`src/design/raw10_row_stride_unpacker_assert.svh`:
```
// assertion macros for the packed raw10 unpacker
// used by the top level; clock clk and reset rst must be in scope
`ifndef RAW10_ROW_STRIDE_UNPACKER_ASSERT_SVH
`define RAW10_ROW_STRIDE_UNPACKER_ASSERT_SVH
`ifndef NO_ASSERTIONS
// same-cycle implication
`define RRSU_ASSERT_IMP(lbl, ante, cons) \
  lbl: assert property (@(posedge clk) disable iff (rst) (ante) |-> (cons)) \
    else $error("rrsu assertion failed");
// next-cycle implication
`define RRSU_ASSERT_NXT(lbl, ante, cons) \
  lbl: assert property (@(posedge clk) disable iff (rst) (ante) |=> (cons)) \
    else $error("rrsu assertion failed");
`else
`define RRSU_ASSERT_IMP(lbl, ante, cons)
`define RRSU_ASSERT_NXT(lbl, ante, cons)
`endif
`endif

```
`src/design/rrsu_pkg.sv`:
```
// shared types, constants and config helpers for the raw10 unpacker
// no dependencies
`timescale 1ns / 1ps
package rrsu_pkg;

  localparam int MAX_WIDTH    = 4096;
  localparam int MAX_HEIGHT   = 4096;
  localparam int STRIDE_ALIGN = 32;

  localparam logic [12:0] ALIGN_MASK = 13'(STRIDE_ALIGN - 1);

  // register indexes on the config port
  localparam logic [1:0] REG_FRAME_WIDTH   = 2'd0;
  localparam logic [1:0] REG_FRAME_HEIGHT  = 2'd1;
  localparam logic [1:0] REG_RIGHT_PADDING = 2'd2;

  // register defaults
  localparam logic [12:0] RST_FRAME_WIDTH   = 13'd2592;
  localparam logic [12:0] RST_FRAME_HEIGHT  = 13'd1944;
  localparam logic [7:0]  RST_RIGHT_PADDING = 8'd0;

  // derived row geometry
  typedef struct packed {
    logic [12:0] width;
    logic [12:0] height;
    logic [12:0] stride;
    logic [12:0] group_bytes;
  } cfg_t;

  // one group of four pixels handed from front to back
  typedef struct packed {
    logic [3:0][7:0] held;
    logic [7:0]      tail;
    logic [11:0]     column;
    logic [11:0]     row;
    logic [1:0]      last_idx;
    logic            frame_end;
  } job_t;

  // queue status toward front and back
  typedef struct packed {
    logic full;
    logic empty;
  } fifo_stat_t;

  // clamp raw registers and work out stride and group bytes
  function automatic cfg_t derive_cfg(logic [12:0] w_raw, logic [12:0] h_raw,
                                      logic [7:0] pad);
    cfg_t        c;
    logic [13:0] sum;
    logic [15:0] prod;
    logic [12:0] packed_bytes;
    logic [10:0] groups;
    c.width = w_raw;
    if (w_raw == 13'd0) c.width = 13'd1;
    else if (w_raw > 13'(MAX_WIDTH)) c.width = 13'(MAX_WIDTH);
    c.height = h_raw;
    if (h_raw == 13'd0) c.height = 13'd1;
    else if (h_raw > 13'(MAX_HEIGHT)) c.height = 13'(MAX_HEIGHT);
    sum          = 14'(c.width) + 14'(pad);
    prod         = {sum, 2'b00} + 16'(sum) + 16'd3;
    packed_bytes = prod[14:2];
    c.stride     = (packed_bytes + ALIGN_MASK) & ~ALIGN_MASK;
    groups       = 11'((14'(c.width) + 14'd3) >> 2);
    c.group_bytes = {groups, 2'b00} + 13'(groups);
    return c;
  endfunction

endpackage

```
`src/design/rrsu_cfg.sv`:
```
// apb register file and derived row geometry
// depends on rrsu_pkg
`timescale 1ns / 1ps
module rrsu_cfg (
  input  logic              clk,
  input  logic              rst,
  input  logic              psel,
  input  logic              penable,
  input  logic              pwrite,
  input  logic [3:0]        paddr,
  input  logic [31:0]       pwdata,
  output logic [31:0]       prdata,
  output logic              pready,
  output rrsu_pkg::cfg_t    cfg
);

  logic [12:0] frame_width;
  logic [12:0] frame_height;
  logic [7:0]  right_padding;
  logic [12:0] frame_width_next;
  logic [12:0] frame_height_next;
  logic [7:0]  right_padding_next;
  logic        wr_en;

  assign pready = 1'b1;
  assign wr_en  = psel & penable & pwrite & pready;

  // register write decode
  always_comb begin
    frame_width_next   = frame_width;
    frame_height_next  = frame_height;
    right_padding_next = right_padding;
    if (wr_en) begin
      unique case (paddr[3:2])
        rrsu_pkg::REG_FRAME_WIDTH:   frame_width_next   = pwdata[12:0];
        rrsu_pkg::REG_FRAME_HEIGHT:  frame_height_next  = pwdata[12:0];
        rrsu_pkg::REG_RIGHT_PADDING: right_padding_next = pwdata[7:0];
        default: ;
      endcase
    end
  end

  // registers and geometry, geometry follows the write in the same edge
  always_ff @(posedge clk) begin
    if (rst) begin
      frame_width   <= rrsu_pkg::RST_FRAME_WIDTH;
      frame_height  <= rrsu_pkg::RST_FRAME_HEIGHT;
      right_padding <= rrsu_pkg::RST_RIGHT_PADDING;
      cfg <= rrsu_pkg::derive_cfg(rrsu_pkg::RST_FRAME_WIDTH, rrsu_pkg::RST_FRAME_HEIGHT,
                                  rrsu_pkg::RST_RIGHT_PADDING);
    end else begin
      frame_width   <= frame_width_next;
      frame_height  <= frame_height_next;
      right_padding <= right_padding_next;
      cfg <= rrsu_pkg::derive_cfg(frame_width_next, frame_height_next, right_padding_next);
    end
  end

  // read back
  always_comb begin
    unique case (paddr[3:2])
      rrsu_pkg::REG_FRAME_WIDTH:   prdata = {19'd0, frame_width};
      rrsu_pkg::REG_FRAME_HEIGHT:  prdata = {19'd0, frame_height};
      rrsu_pkg::REG_RIGHT_PADDING: prdata = {24'd0, right_padding};
      default:                     prdata = 32'd0;
    endcase
  end

endmodule

```
`src/design/rrsu_front.sv`:
```
// front end: takes bytes, tracks row and group position, builds pixel groups
// depends on rrsu_pkg
`timescale 1ns / 1ps
module rrsu_front (
  input  logic                 clk,
  input  logic                 rst,
  input  logic                 s_axis_tvalid,
  output logic                 s_axis_tready,
  input  logic [7:0]           s_axis_tdata,   // byte_value[7:0]
  input  rrsu_pkg::cfg_t       cfg,
  input  rrsu_pkg::fifo_stat_t fifo_stat,
  output logic                 push,
  output rrsu_pkg::job_t       job
);

  logic [12:0]     byte_in_row;
  logic [2:0]      byte_in_group;
  logic [3:0][7:0] held_bytes;
  logic [12:0]     group_column;
  logic [11:0]     row_count;

  logic [12:0]     byte_in_row_next;
  logic [2:0]      byte_in_group_next;
  logic [3:0][7:0] held_bytes_next;
  logic [12:0]     group_column_next;
  logic [11:0]     row_count_next;

  logic            accept;
  logic            group_done;
  logic            has_pixels;
  logic [12:0]     remain;
  logic [2:0]      pix_cnt;
  logic [12:0]     row_pos;
  logic [11:0]     grp_row;

  // next row index, wrapping at the frame height
  function automatic logic [11:0] wrap_row(logic [11:0] r, logic [12:0] h);
    logic [12:0] inc;
    inc = 13'(r) + 13'd1;
    return (inc >= h) ? 12'd0 : inc[11:0];
  endfunction

  assign s_axis_tready = ~fifo_stat.full;
  assign accept        = s_axis_tvalid & s_axis_tready;

  // position update for one byte
  always_comb begin
    row_count_next     = row_count;
    byte_in_row_next   = byte_in_row;
    byte_in_group_next = byte_in_group;
    group_column_next  = group_column;
    held_bytes_next    = held_bytes;
    group_done         = 1'b0;
    // frame restart if height shrank under the current row
    if (13'(row_count) >= cfg.height) begin
      row_count_next     = 12'd0;
      byte_in_row_next   = 13'd0;
      byte_in_group_next = 3'd0;
      group_column_next  = 13'd0;
    end
    // row end if stride shrank under the current position
    if (byte_in_row_next >= cfg.stride) begin
      byte_in_row_next   = 13'd0;
      byte_in_group_next = 3'd0;
      group_column_next  = 13'd0;
      row_count_next     = wrap_row(row_count_next, cfg.height);
    end
    row_pos = group_column_next;
    if (byte_in_row_next < cfg.group_bytes) begin
      if (byte_in_group_next < 3'd4) begin
        held_bytes_next[byte_in_group_next[1:0]] = s_axis_tdata;
        byte_in_group_next = byte_in_group_next + 3'd1;
      end else begin
        group_done         = 1'b1;
        byte_in_group_next = 3'd0;
        group_column_next  = group_column_next + 13'd4;
      end
    end
    grp_row = row_count_next;
    byte_in_row_next = byte_in_row_next + 13'd1;
    if (byte_in_row_next >= cfg.stride) begin
      byte_in_row_next   = 13'd0;
      byte_in_group_next = 3'd0;
      group_column_next  = 13'd0;
      row_count_next     = wrap_row(row_count_next, cfg.height);
    end
  end

  // pixels of this group that fall inside the width
  always_comb begin
    has_pixels = row_pos < cfg.width;
    remain     = cfg.width - row_pos;
    pix_cnt    = (remain >= 13'd4) ? 3'd4 : remain[2:0];
    push       = accept & group_done & has_pixels;
    job.held      = held_bytes;
    job.tail      = s_axis_tdata;
    job.column    = row_pos[11:0];
    job.row       = grp_row;
    job.last_idx  = 2'(pix_cnt - 3'd1);
    job.frame_end = (13'(grp_row) == cfg.height - 13'd1) &&
                    (row_pos + 13'(pix_cnt) == cfg.width);
  end

  // position state
  always_ff @(posedge clk) begin
    if (rst) begin
      byte_in_row   <= 13'd0;
      byte_in_group <= 3'd0;
      held_bytes    <= '0;
      group_column  <= 13'd0;
      row_count     <= 12'd0;
    end else if (accept) begin
      byte_in_row   <= byte_in_row_next;
      byte_in_group <= byte_in_group_next;
      held_bytes    <= held_bytes_next;
      group_column  <= group_column_next;
      row_count     <= row_count_next;
    end
  end

endmodule

```
`src/design/rrsu_fifo.sv`:
```
// four-entry queue of pixel groups between front and back
// depends on rrsu_pkg
`timescale 1ns / 1ps
module rrsu_fifo (
  input  logic                 clk,
  input  logic                 rst,
  input  logic                 push,
  input  rrsu_pkg::job_t       push_job,
  input  logic                 pop,
  output rrsu_pkg::job_t       head,
  output rrsu_pkg::fifo_stat_t stat
);

  rrsu_pkg::job_t entries [4];
  logic [1:0]     wr_ptr;
  logic [1:0]     rd_ptr;
  logic [2:0]     count;

  assign head       = entries[rd_ptr];
  assign stat.full  = count == 3'd4;
  assign stat.empty = count == 3'd0;

  // storage
  always_ff @(posedge clk) begin
    if (push) begin
      entries[wr_ptr] <= push_job;
    end
  end

  // pointers and fill level
  always_ff @(posedge clk) begin
    if (rst) begin
      wr_ptr <= 2'd0;
      rd_ptr <= 2'd0;
      count  <= 3'd0;
    end else begin
      if (push) wr_ptr <= wr_ptr + 2'd1;
      if (pop)  rd_ptr <= rd_ptr + 2'd1;
      count <= count + 3'(push) - 3'(pop);
    end
  end

endmodule

```
`src/design/rrsu_back.sv`:
```
// back end: group to pixels, one per cycle unless stalled, into the output register
// depends on rrsu_pkg
`timescale 1ns / 1ps
module rrsu_back (
  input  logic                 clk,
  input  logic                 rst,
  input  rrsu_pkg::job_t       head,
  input  rrsu_pkg::fifo_stat_t fifo_stat,
  output logic                 pop,
  output logic                 m_axis_tvalid,
  input  logic                 m_axis_tready,
  output logic [39:0]          m_axis_tdata,  // pixel_value[9:0], pixel_column[21:10],
                                              // pixel_row[33:22], zero fill
  output logic                 m_axis_tlast,  // last_of_group
  output logic                 m_axis_tuser   // frame_end
);

  logic [1:0] pix_idx;
  logic       load;
  logic       is_last;
  logic [9:0] pix_value;
  logic [7:0] tail_shift;

  assign load    = ~fifo_stat.empty & (~m_axis_tvalid | m_axis_tready);
  assign is_last = pix_idx == head.last_idx;
  assign pop     = load & is_last;

  // pixel assembly from its byte and two low bits from the tail byte
  always_comb begin
    tail_shift = head.tail >> {pix_idx, 1'b0};
    pix_value  = {head.held[pix_idx], tail_shift[1:0]};
  end

  // pixel index within the group
  always_ff @(posedge clk) begin
    if (rst) begin
      pix_idx <= 2'd0;
    end else if (load) begin
      pix_idx <= is_last ? 2'd0 : pix_idx + 2'd1;
    end
  end

  // output register valid
  always_ff @(posedge clk) begin
    if (rst) begin
      m_axis_tvalid <= 1'b0;
    end else if (load) begin
      m_axis_tvalid <= 1'b1;
    end else if (m_axis_tready) begin
      m_axis_tvalid <= 1'b0;
    end
  end

  // output register payload
  always_ff @(posedge clk) begin
    if (load) begin
      m_axis_tdata <= {6'd0, head.row, head.column + 12'(pix_idx), pix_value};
      m_axis_tlast <= is_last;
      m_axis_tuser <= is_last & head.frame_end;
    end
  end

endmodule

```
`src/design/raw10_row_stride_unpacker.sv`:
```
// packed raw10 unpacker with row stride: five bytes in, four 10-bit pixels out.
// takes one byte per cycle and emits one pixel per cycle, when not stalled, from a
// single output register; a group's fifth byte writes it into the queue, from which
// its first pixel loads. bytes stall only when the four-entry group queue is full.
// synchronous reset clears position, queue and output valid; registers return to
// width 2592, height 1944, padding 0.
`timescale 1ns / 1ps
`include "raw10_row_stride_unpacker_assert.svh"
module raw10_row_stride_unpacker (
  input  logic        clk,
  input  logic        rst,
  input  logic        s_axis_tvalid,
  output logic        s_axis_tready,
  input  logic [7:0]  s_axis_tdata,   // byte_value[7:0]
  output logic        m_axis_tvalid,
  input  logic        m_axis_tready,
  output logic [39:0] m_axis_tdata,   // pixel_value[9:0], pixel_column[21:10],
                                      // pixel_row[33:22], zero fill
  output logic        m_axis_tlast,   // last_of_group
  output logic        m_axis_tuser,   // frame_end
  input  logic        psel,
  input  logic        penable,
  input  logic        pwrite,
  input  logic [3:0]  paddr,
  input  logic [31:0] pwdata,
  output logic [31:0] prdata,
  output logic        pready
);

  rrsu_pkg::cfg_t       cfg;
  rrsu_pkg::fifo_stat_t fifo_stat;
  rrsu_pkg::job_t       push_job;
  rrsu_pkg::job_t       head;
  logic                 push;
  logic                 pop;

  // config registers
  rrsu_cfg u_cfg (
    .clk     (clk),
    .rst     (rst),
    .psel    (psel),
    .penable (penable),
    .pwrite  (pwrite),
    .paddr   (paddr),
    .pwdata  (pwdata),
    .prdata  (prdata),
    .pready  (pready),
    .cfg     (cfg)
  );

  // byte intake and group building
  rrsu_front u_front (
    .clk           (clk),
    .rst           (rst),
    .s_axis_tvalid (s_axis_tvalid),
    .s_axis_tready (s_axis_tready),
    .s_axis_tdata  (s_axis_tdata),
    .cfg           (cfg),
    .fifo_stat     (fifo_stat),
    .push          (push),
    .job           (push_job)
  );

  // group queue
  rrsu_fifo u_fifo (
    .clk      (clk),
    .rst      (rst),
    .push     (push),
    .push_job (push_job),
    .pop      (pop),
    .head     (head),
    .stat     (fifo_stat)
  );

  // pixel output
  rrsu_back u_back (
    .clk           (clk),
    .rst           (rst),
    .head          (head),
    .fifo_stat     (fifo_stat),
    .pop           (pop),
    .m_axis_tvalid (m_axis_tvalid),
    .m_axis_tready (m_axis_tready),
    .m_axis_tdata  (m_axis_tdata),
    .m_axis_tlast  (m_axis_tlast),
    .m_axis_tuser  (m_axis_tuser)
  );

  // checks
  `RRSU_ASSERT_IMP(a_no_push_full, push, !fifo_stat.full)
  `RRSU_ASSERT_IMP(a_no_pop_empty, pop, !fifo_stat.empty)
  `RRSU_ASSERT_IMP(a_frame_end_last, m_axis_tvalid && m_axis_tuser, m_axis_tlast)
  `RRSU_ASSERT_NXT(a_pop_shows_last, pop, m_axis_tvalid && m_axis_tlast)

endmodule
```
`config.mk`:
```
export PLATFORM = sky130hd
export DESIGN_NAME = raw10_row_stride_unpacker
export DESIGN_NICKNAME = d
export VERILOG_FILES = /design/src/design/rrsu_pkg.sv /design/src/design/rrsu_cfg.sv /design/src/design/rrsu_front.sv /design/src/design/rrsu_fifo.sv /design/src/design/rrsu_back.sv /design/src/design/raw10_row_stride_unpacker.sv
export VERILOG_INCLUDE_DIRS = /design/src /design/src/design
export SDC_FILE = /design/constraint.sdc
export NUM_CORES = 1
export LEC_CHECK = 0
export BUFFER_PORTS_ARGS = -buffer_cell sky130_fd_sc_hd__buf_2
export CAP_MARGIN = 0
export CORE_ASPECT_RATIO = 0.5
export CORE_MARGIN = 2
export CORE_UTILIZATION = 65
export CTS_CLUSTER_SIZE = 20
export DETAILED_ROUTE_END_ITERATION = 16
export MAX_ROUTING_LAYER = met4
export PLACE_DENSITY = 0.84
export REMOVE_ABC_BUFFERS = 1
export SYNTH_ARGS = -nofsm -noshare
export SYNTH_HDL_FRONTEND = slang
export SYNTH_SLANG_ARGS = --single-unit
```
`constraint.sdc`:
```
create_clock -name clk -period 18.1 [get_ports clk]
set_clock_uncertainty 0.15 [all_clocks]
set_input_delay 1.81 -clock clk [delete_from_list [all_inputs] [get_ports clk]]
set_output_delay 1.81 -clock clk [all_outputs]
set_load 0.02 [all_outputs]
```
==> After elaboration in Yosys (flattened, before gate mapping) <==
Memory sizes are Yosys's and may differ from the RTL's. A register that Yosys moved wholly into a read port is not among the register bits.
Index checks and enable logic that the tools add are counted.
{ "totals": {"regBits": 205, "latch_bits": 0, "ram_bits": 268, "rom_bits": 0, "input_bits": 51, "out_inout_bits": 77, "wordCells": 136, "memories": 1} }
{ "memory_table": {"columns": ["name", "words", "word_bits", "read_ports", "rd_ports_with_merged_regs", "write_ports", "line", "text"], "rows": [
  ["u_fifo.entries", 4, 67, 1, 1, 1, "rrsu_fifo.sv:14", "rrsu_pkg::job_t entries [4];"]
]} }
{ "op_classes": {"add_sub_neg": 21, "multipliers": 0, "div": 0, "n_lt_le_gt_ge": 14, "eq_ne": 6, "shifts": 1, "mux": 45, "bitwise": 12, "n_reduce_logical": 10} }
{ "ops": {"columns": ["op", "n"], "rows": [
  ["13-bit 2-to-1 mux", 16],
  ["12-bit 2-to-1 mux", 5],
  ["13-bit greater-or-equal comparator", 4],
  ["13-bit case mux with 3 select lines", 1],
  ["32-bit bitwise mux", 1],
  ["8-bit 2-to-1 mux", 4],
  ["12-bit by 1-bit adder with 13-bit output, second input constant", 2],
  ["13-bit greater-than comparator, second input constant", 2],
  ["13-bit zero test", 2],
  ["13-bit less-than comparator", 2],
  ["3-bit 2-to-1 mux", 6],
  ["8-bit binary-select mux with 2-bit select", 1],
  ["8-bit demux with 2-bit select", 1],
  ["15-bit by 14-bit adder with 15-bit output", 1],
  ["15-bit by 2-bit adder with 15-bit output, second input constant", 1],
  ["13-bit by 8-bit adder with 14-bit output", 1],
  ["13-bit by 1-bit adder with 13-bit output, second input constant", 1],
  ["13-bit by 11-bit adder with 13-bit output", 1],
  ["13-bit by 2-bit adder with 13-bit output, second input constant", 1],
  ["13-bit by 3-bit adder with 13-bit output", 1],
  ["13-bit by 3-bit adder with 13-bit output, second input constant", 1],
  ["13-bit by 5-bit adder with 13-bit output, second input constant", 1],
  ["12-bit by 13-bit equality test with 1-bit output", 1],
  ["13-bit equality test", 1],
  ["31 further kinds", 51]
]} }

==> Longest topological paths before layout <==
{ "depth": {"depth_word": 11, "mapped_depth": 44, "mapped_depth_nobuf": 38} }

==> Cells and area by module <==
From an unflattened synthesis, not the netlist that was laid out.
{ "hier_totals": {"hier_cells": 2169, "area_unflattened_um2": 24918.9} }
{ "by_module_without_submodules": {"columns": ["mod", "n_inst", "cells_per_inst", "area_each_um2", "seq_area_each_um2"], "rows": [
  ["rrsu_fifo", 1, 392, 10141.0, 8227.9],
  ["rrsu_front", 1, 1086, 7957.6, 1461.4],
  ["rrsu_cfg", 1, 578, 5001.0, 1621.6],
  ["rrsu_back", 1, 113, 1819.2, 1141.1]
]} }

==> Least setup slack after synthesis <==
No wires, ideal clock.
{ "synth_path": {"kind": "reg-to-reg", "start": "register, netlist name u_cfg.cfg[28]", "end": "memory u_fifo.entries[0][0] (netlist bit), data pin", "setup_time_ns": 0.206, "arrival_time_ns": 8.480, "required_time_ns": 17.744, "slack_ns": 9.264, "stages_incl_launch_ff": 42, "path_buffers": 7, "synth_period_minus_slack_ns": 8.836, "cell_sequence": "dfxtp_1 > inv_1 > ha_1 > a21oi_1 > o21ai_1 > nand4_1 > nand2_1 > o31ai_1 > buf_2 > buf_4 > buf_4 > buf_2 > clkbuf_1 > and2_1 > ha_1 > nand2_1 > o21bai_1 > o21ai_1 > [6 not listed] > o2111a_1 > or3_1 > a222oi_1 > and4_1 > o2111ai_1 > nor3b_1 > fa_1 > a21o_1 > nor2b_1 > nand3_1 > xnor2_1 > nand2b_1 > a311o_1 > a2111oi_0 > nand4_1 > nor4_1 > nand4_1 > nor4_2"} }
{ "synth_rtl": {"columns": ["element", "line"], "rows": [
  ["to (decl)", "rrsu_fifo.sv:14"]
]} }

==> impl_metrics.py <==
metrics = {
    "status": {
        "status": "finished clean",
    },
    "finish": {
        "final_nets": 2262,
        "drive_above_1_share_pct": 13.8,
        "multi_input_comb_area_mm2": 0.0108,
        "fill_cells": 2324,
        "antennaDiodeCount": 0,
        "area_growth_pct": 8.66,
        "seqCellArea_mm2": 0.0124,
    },
    "floorplanning": {
        "die_h_um": 140,
        "dieArea_mm2": 0.0385,
        "die-width_um": 276,
        "rows": 49,
        "io_pins": 128,
        "design.core.area_mm2": 0.0361,
        "start_util_pct": 66.4,
    },
    "cts": {
        "ctsResizeCount": 0,
        "clkTransAtPathRegs_ns": 0.06,
        "cts_setup_buffers": 0,
        "cts_sinks": 469,
        "root_buffer": "clkbuf_16",
        "cts_tree": "built",
        "cts_buffers": 40,
        "h-tree-depth": 2,
        "clockBufferDepth": 3,
        "clk_latency_ns": 0.57,
        "ctsHoldBuffers": 0,
    },
    "critical_path": {
        "required_ns": 18.25,
        "r2r_slack_ns": 7.51,
        "critPathKind": "flop to flop",
        "critPathSlowestCell": "buf_4",
        "critical_path.startpoint_type": "flop",
        "max_stage_delay_ns": 0.53,
        "r2r_start": "u_cfg.cfg[28]$_SDFF_PP0_",
        "rr_worst_depth": 38,
        "crit_fanout": 56,
        "end_kind": "flop",
        "arrival_ns": 10.74,
        "reg2reg_to": "u_fifo.entries[1][0]$_DFFE_PP_",
    },
    "synth": {
        "avgSynthCellArea_um2": 11.9,
        "synth_top_family_by_area": "simple AND/OR/NAND/NOR gates",
        "synth_most_common_cell": "edfxtp_1",
        "yosysSeqAreaShare_pct": 51.9,
        "synth_edf_count": 304,
        "synthAdderAreaFrac_pct": 7.18,
        "synth-simple-area-share_pct": 12.8,
        "synth_xor_xnor_area_share_pct": 4.05,
        "synth_area_leaders": "edfxtp_1 (38%), dfxtp_1 (14%), mux4_2 (7.2%)",
        "yosys-top-cells-count": "edfxtp_1 (304), nor2_1 (208), dfxtp_1 (165)",
        "ys_types": 105,
        "netlist_instances": 2017,
        "yosys_warnings": 0,
        "ys_ff_latch": 469,
        "synth_area_mm2": 0.0240,
        "async_reset_ff_share_pct": 0,
        "synthMuxAreaShare_pct": 11.1,
        "ys.flop_type": "edfxtp_1",
        "synth-compound-area-share_pct": 9.44,
        "synth_area_leader_cell": "edfxtp_1",
        "synthDominantCellAreaShare_pct": 38.1,
    },
    "sta": {
        "fmax_ghz": 0.0944,
        "fin_crit_ns": 10.59,
        "worst_slack_ns": 7.51,
        "setup-violations-final": 0,
        "slew_headroom_pct": 24.1,
        "tns_ns": 0,
        "hold_violations": 0,
        "rsz0062_at_grt": "false",
        "worst_pin_slew_ns": 1.14,
        "fin_crit_sh_pct": 58.5,
        "whs_ns": 0.322,
        "slew_viol_final": 0,
    },
    "min_path": {
        "min_from": "u_back.m_axis_tvalid$_SDFFE_PP0P_",
        "min_to": "u_back.m_axis_tvalid$_SDFFE_PP0P_",
        "holdPathStages": 2,
        "min_path_type": "flop to flop",
    },
    "power_and_ir_drop": {
        "power_frac_comb_pct": 5.7,
        "internal-power_mw": 1.69,
        "power_frac_seq_pct": 52.9,
        "p_clk_share_pct": 41.4,
        "p_switching_mw": 0.488,
        "leakage_nw": 10.2,
        "p_sw_share_pct": 22.4,
        "power_density_mw_per_mm2": 83.5,
        "ir_worst_vdd_v": 0.0000603,
    },
    "route": {
        "drc": 0,
        "drt-pass1-iter-count": 5,
        "drt_iter0_drc": 1953,
        "via_per_inst": 6.40,
        "drt_wl_total_um": 56300,
        "ant_nets": 0,
        "routed-via-count": 16600,
        "post_drt_wl_per_cell_um": 21.7,
    },
    "grt": {
        "grt_usage_pct": 30.6,
        "grt_max_degree": 75,
        "antenna_found_initial": 0,
        "grt_pass1_vias": 16100,
        "overflow": 0,
        "grt_pass1_wl_um": 89300,
    },
    "place": {
        "io_buffers": 80,
        "gp_congestion": 0.938,
        "place.detailed.hpwl_um": 36400,
        "place_ws_ns": 7.92,
    },
    "job": {
        "cap_violations": 0,
    },
}
==> power by group through the flow <==
| stage | Sequential [mW] | Combinational [mW] | Clock, mW |
|---|---|---|---|
| after global routing | 1.15 | 0.138 | 0.940 |
| after CTS | 1.15 | 0.123 | 0.904 |
| after floorplan | 1.17 | 0.0835 | 0 |
| final | 1.15 | 0.125 | 0.901 |
| after global placement | 1.17 | 0.118 | 0 |
| after detailed placement | 1.17 | 0.122 | 0 |
==> through the flow <==
| step | area [um2] | util [%] | total power, mW | cells |
|---|---|---|---|---|
| after floorplan | 23500 | - | 1.25 | 1939 |
| after global placement | 24700 | 68.4 | 1.29 | 2519 |
| after detailed placement | 24700 | 68.4 | 1.30 | 2519 |
| after CTS | 26100 | 72.1 | 2.18 | 2593 |
| after global routing | 26100 | 72.1 | 2.23 | 2593 |
| final | 26100 | 72.1 | 2.18 | 2593 |
==> critical path: cells and delay by family, from the launching register on <==
family                   cells  cell delay, ns
AO/OA/AOI/OAI               13            3.24
XOR/XNOR                     1            0.17
adder cells (fa/ha/maj)      4            1.31
buffers and inverters        4            1.05
flip-flops                   1            0.46
AND/OR/NAND/NOR             16            3.93
==> flip-flops by register name (all words and copies together) (netlist names), named ones only <==
signal,count
u_back.m_axis_tdata,34
u_back.m_axis_tlast,1
u_back.m_axis_tuser,1
u_back.m_axis_tvalid,1
u_back.pix_idx,2
u_cfg.cfg,46
u_cfg.frame_height,13
u_cfg.frame_width,13
u_cfg.right_padding,8
u_fifo.count,3
u_fifo.entries,268
u_fifo.rd_ptr,2
u_fifo.wr_ptr,2
u_front.byte_in_group,3
u_front.byte_in_row,13
u_front.group_column,13
u_front.job,32
u_front.row_count,12
==> worst max path at each step <==
stage,end,cells after the start,startpoint,slack (ns)
final,u_fifo.entries[1][0]$_DFFE_PP_,38,u_cfg.cfg[28]$_SDFF_PP0_,7.51
after global routing,u_fifo.entries[0][0]$_DFFE_PP_,38,u_cfg.cfg[28]$_SDFF_PP0_,6.80
after CTS,u_fifo.entries[1][0]$_DFFE_PP_,38,u_cfg.cfg[28]$_SDFF_PP0_,7.86
after detailed placement,u_fifo.entries[0][0]$_DFFE_PP_,38,u_cfg.cfg[28]$_SDFF_PP0_,7.92
after global placement,u_fifo.entries[0][0]$_DFFE_PP_,38,u_cfg.cfg[28]$_SDFF_PP0_,8.10
after floorplan,u_fifo.entries[0][0]$_DFFE_PP_,36,u_cfg.cfg[28]$_SDFF_PP0_,6.97
==> final cells by class <==
class	count	share of cell area, %
inverter	90	1.30
tap	484	2.32
multi-input combinational	1380	41.4
timing repair buffer	96	2.01
clock inverter	16	0.816
clock buffer	58	4.38
sequential	469	47.7
==> cell families (layout without fill, tap and decap cells) <==
family          after synthesis  in the layout
flops                       469            469
simple gates                611            611
other cells                   2             27
buf+inv                     193            260
compound gates              331            331
fa+ha+maj                   134            134
mux                         167            167
xor+xnor                    110            110
==> layer usage <==
| layer | up-vias | part of all wire, % | global-route usage [%] |
|---|---|---|---|
| met4 | 0 | 2.3 | 7.82 |
| met3 | 111 | 7.5 | 3.92 |
| li1 | 7565 | - | - |
| met1 | 8139 | 41 | 40.8 |
| met5 | - | 0 | - |
| met2 | 772 | 49 | 50.2 |
==> layout by cell type, fill, tap and decap left out, drive strengths merged, types with 42 or more instances in the layout <==
master,instances
dfxtp,165
xnor2,73
clkbuf,58
buf,96
ha,128
edfxtp,304
nand2,117
mux4,77
a21oi,85
o21ai,74
mux2i,78
nor2,209
inv,92
nor3,42
(Power assumes the default switching activity.)
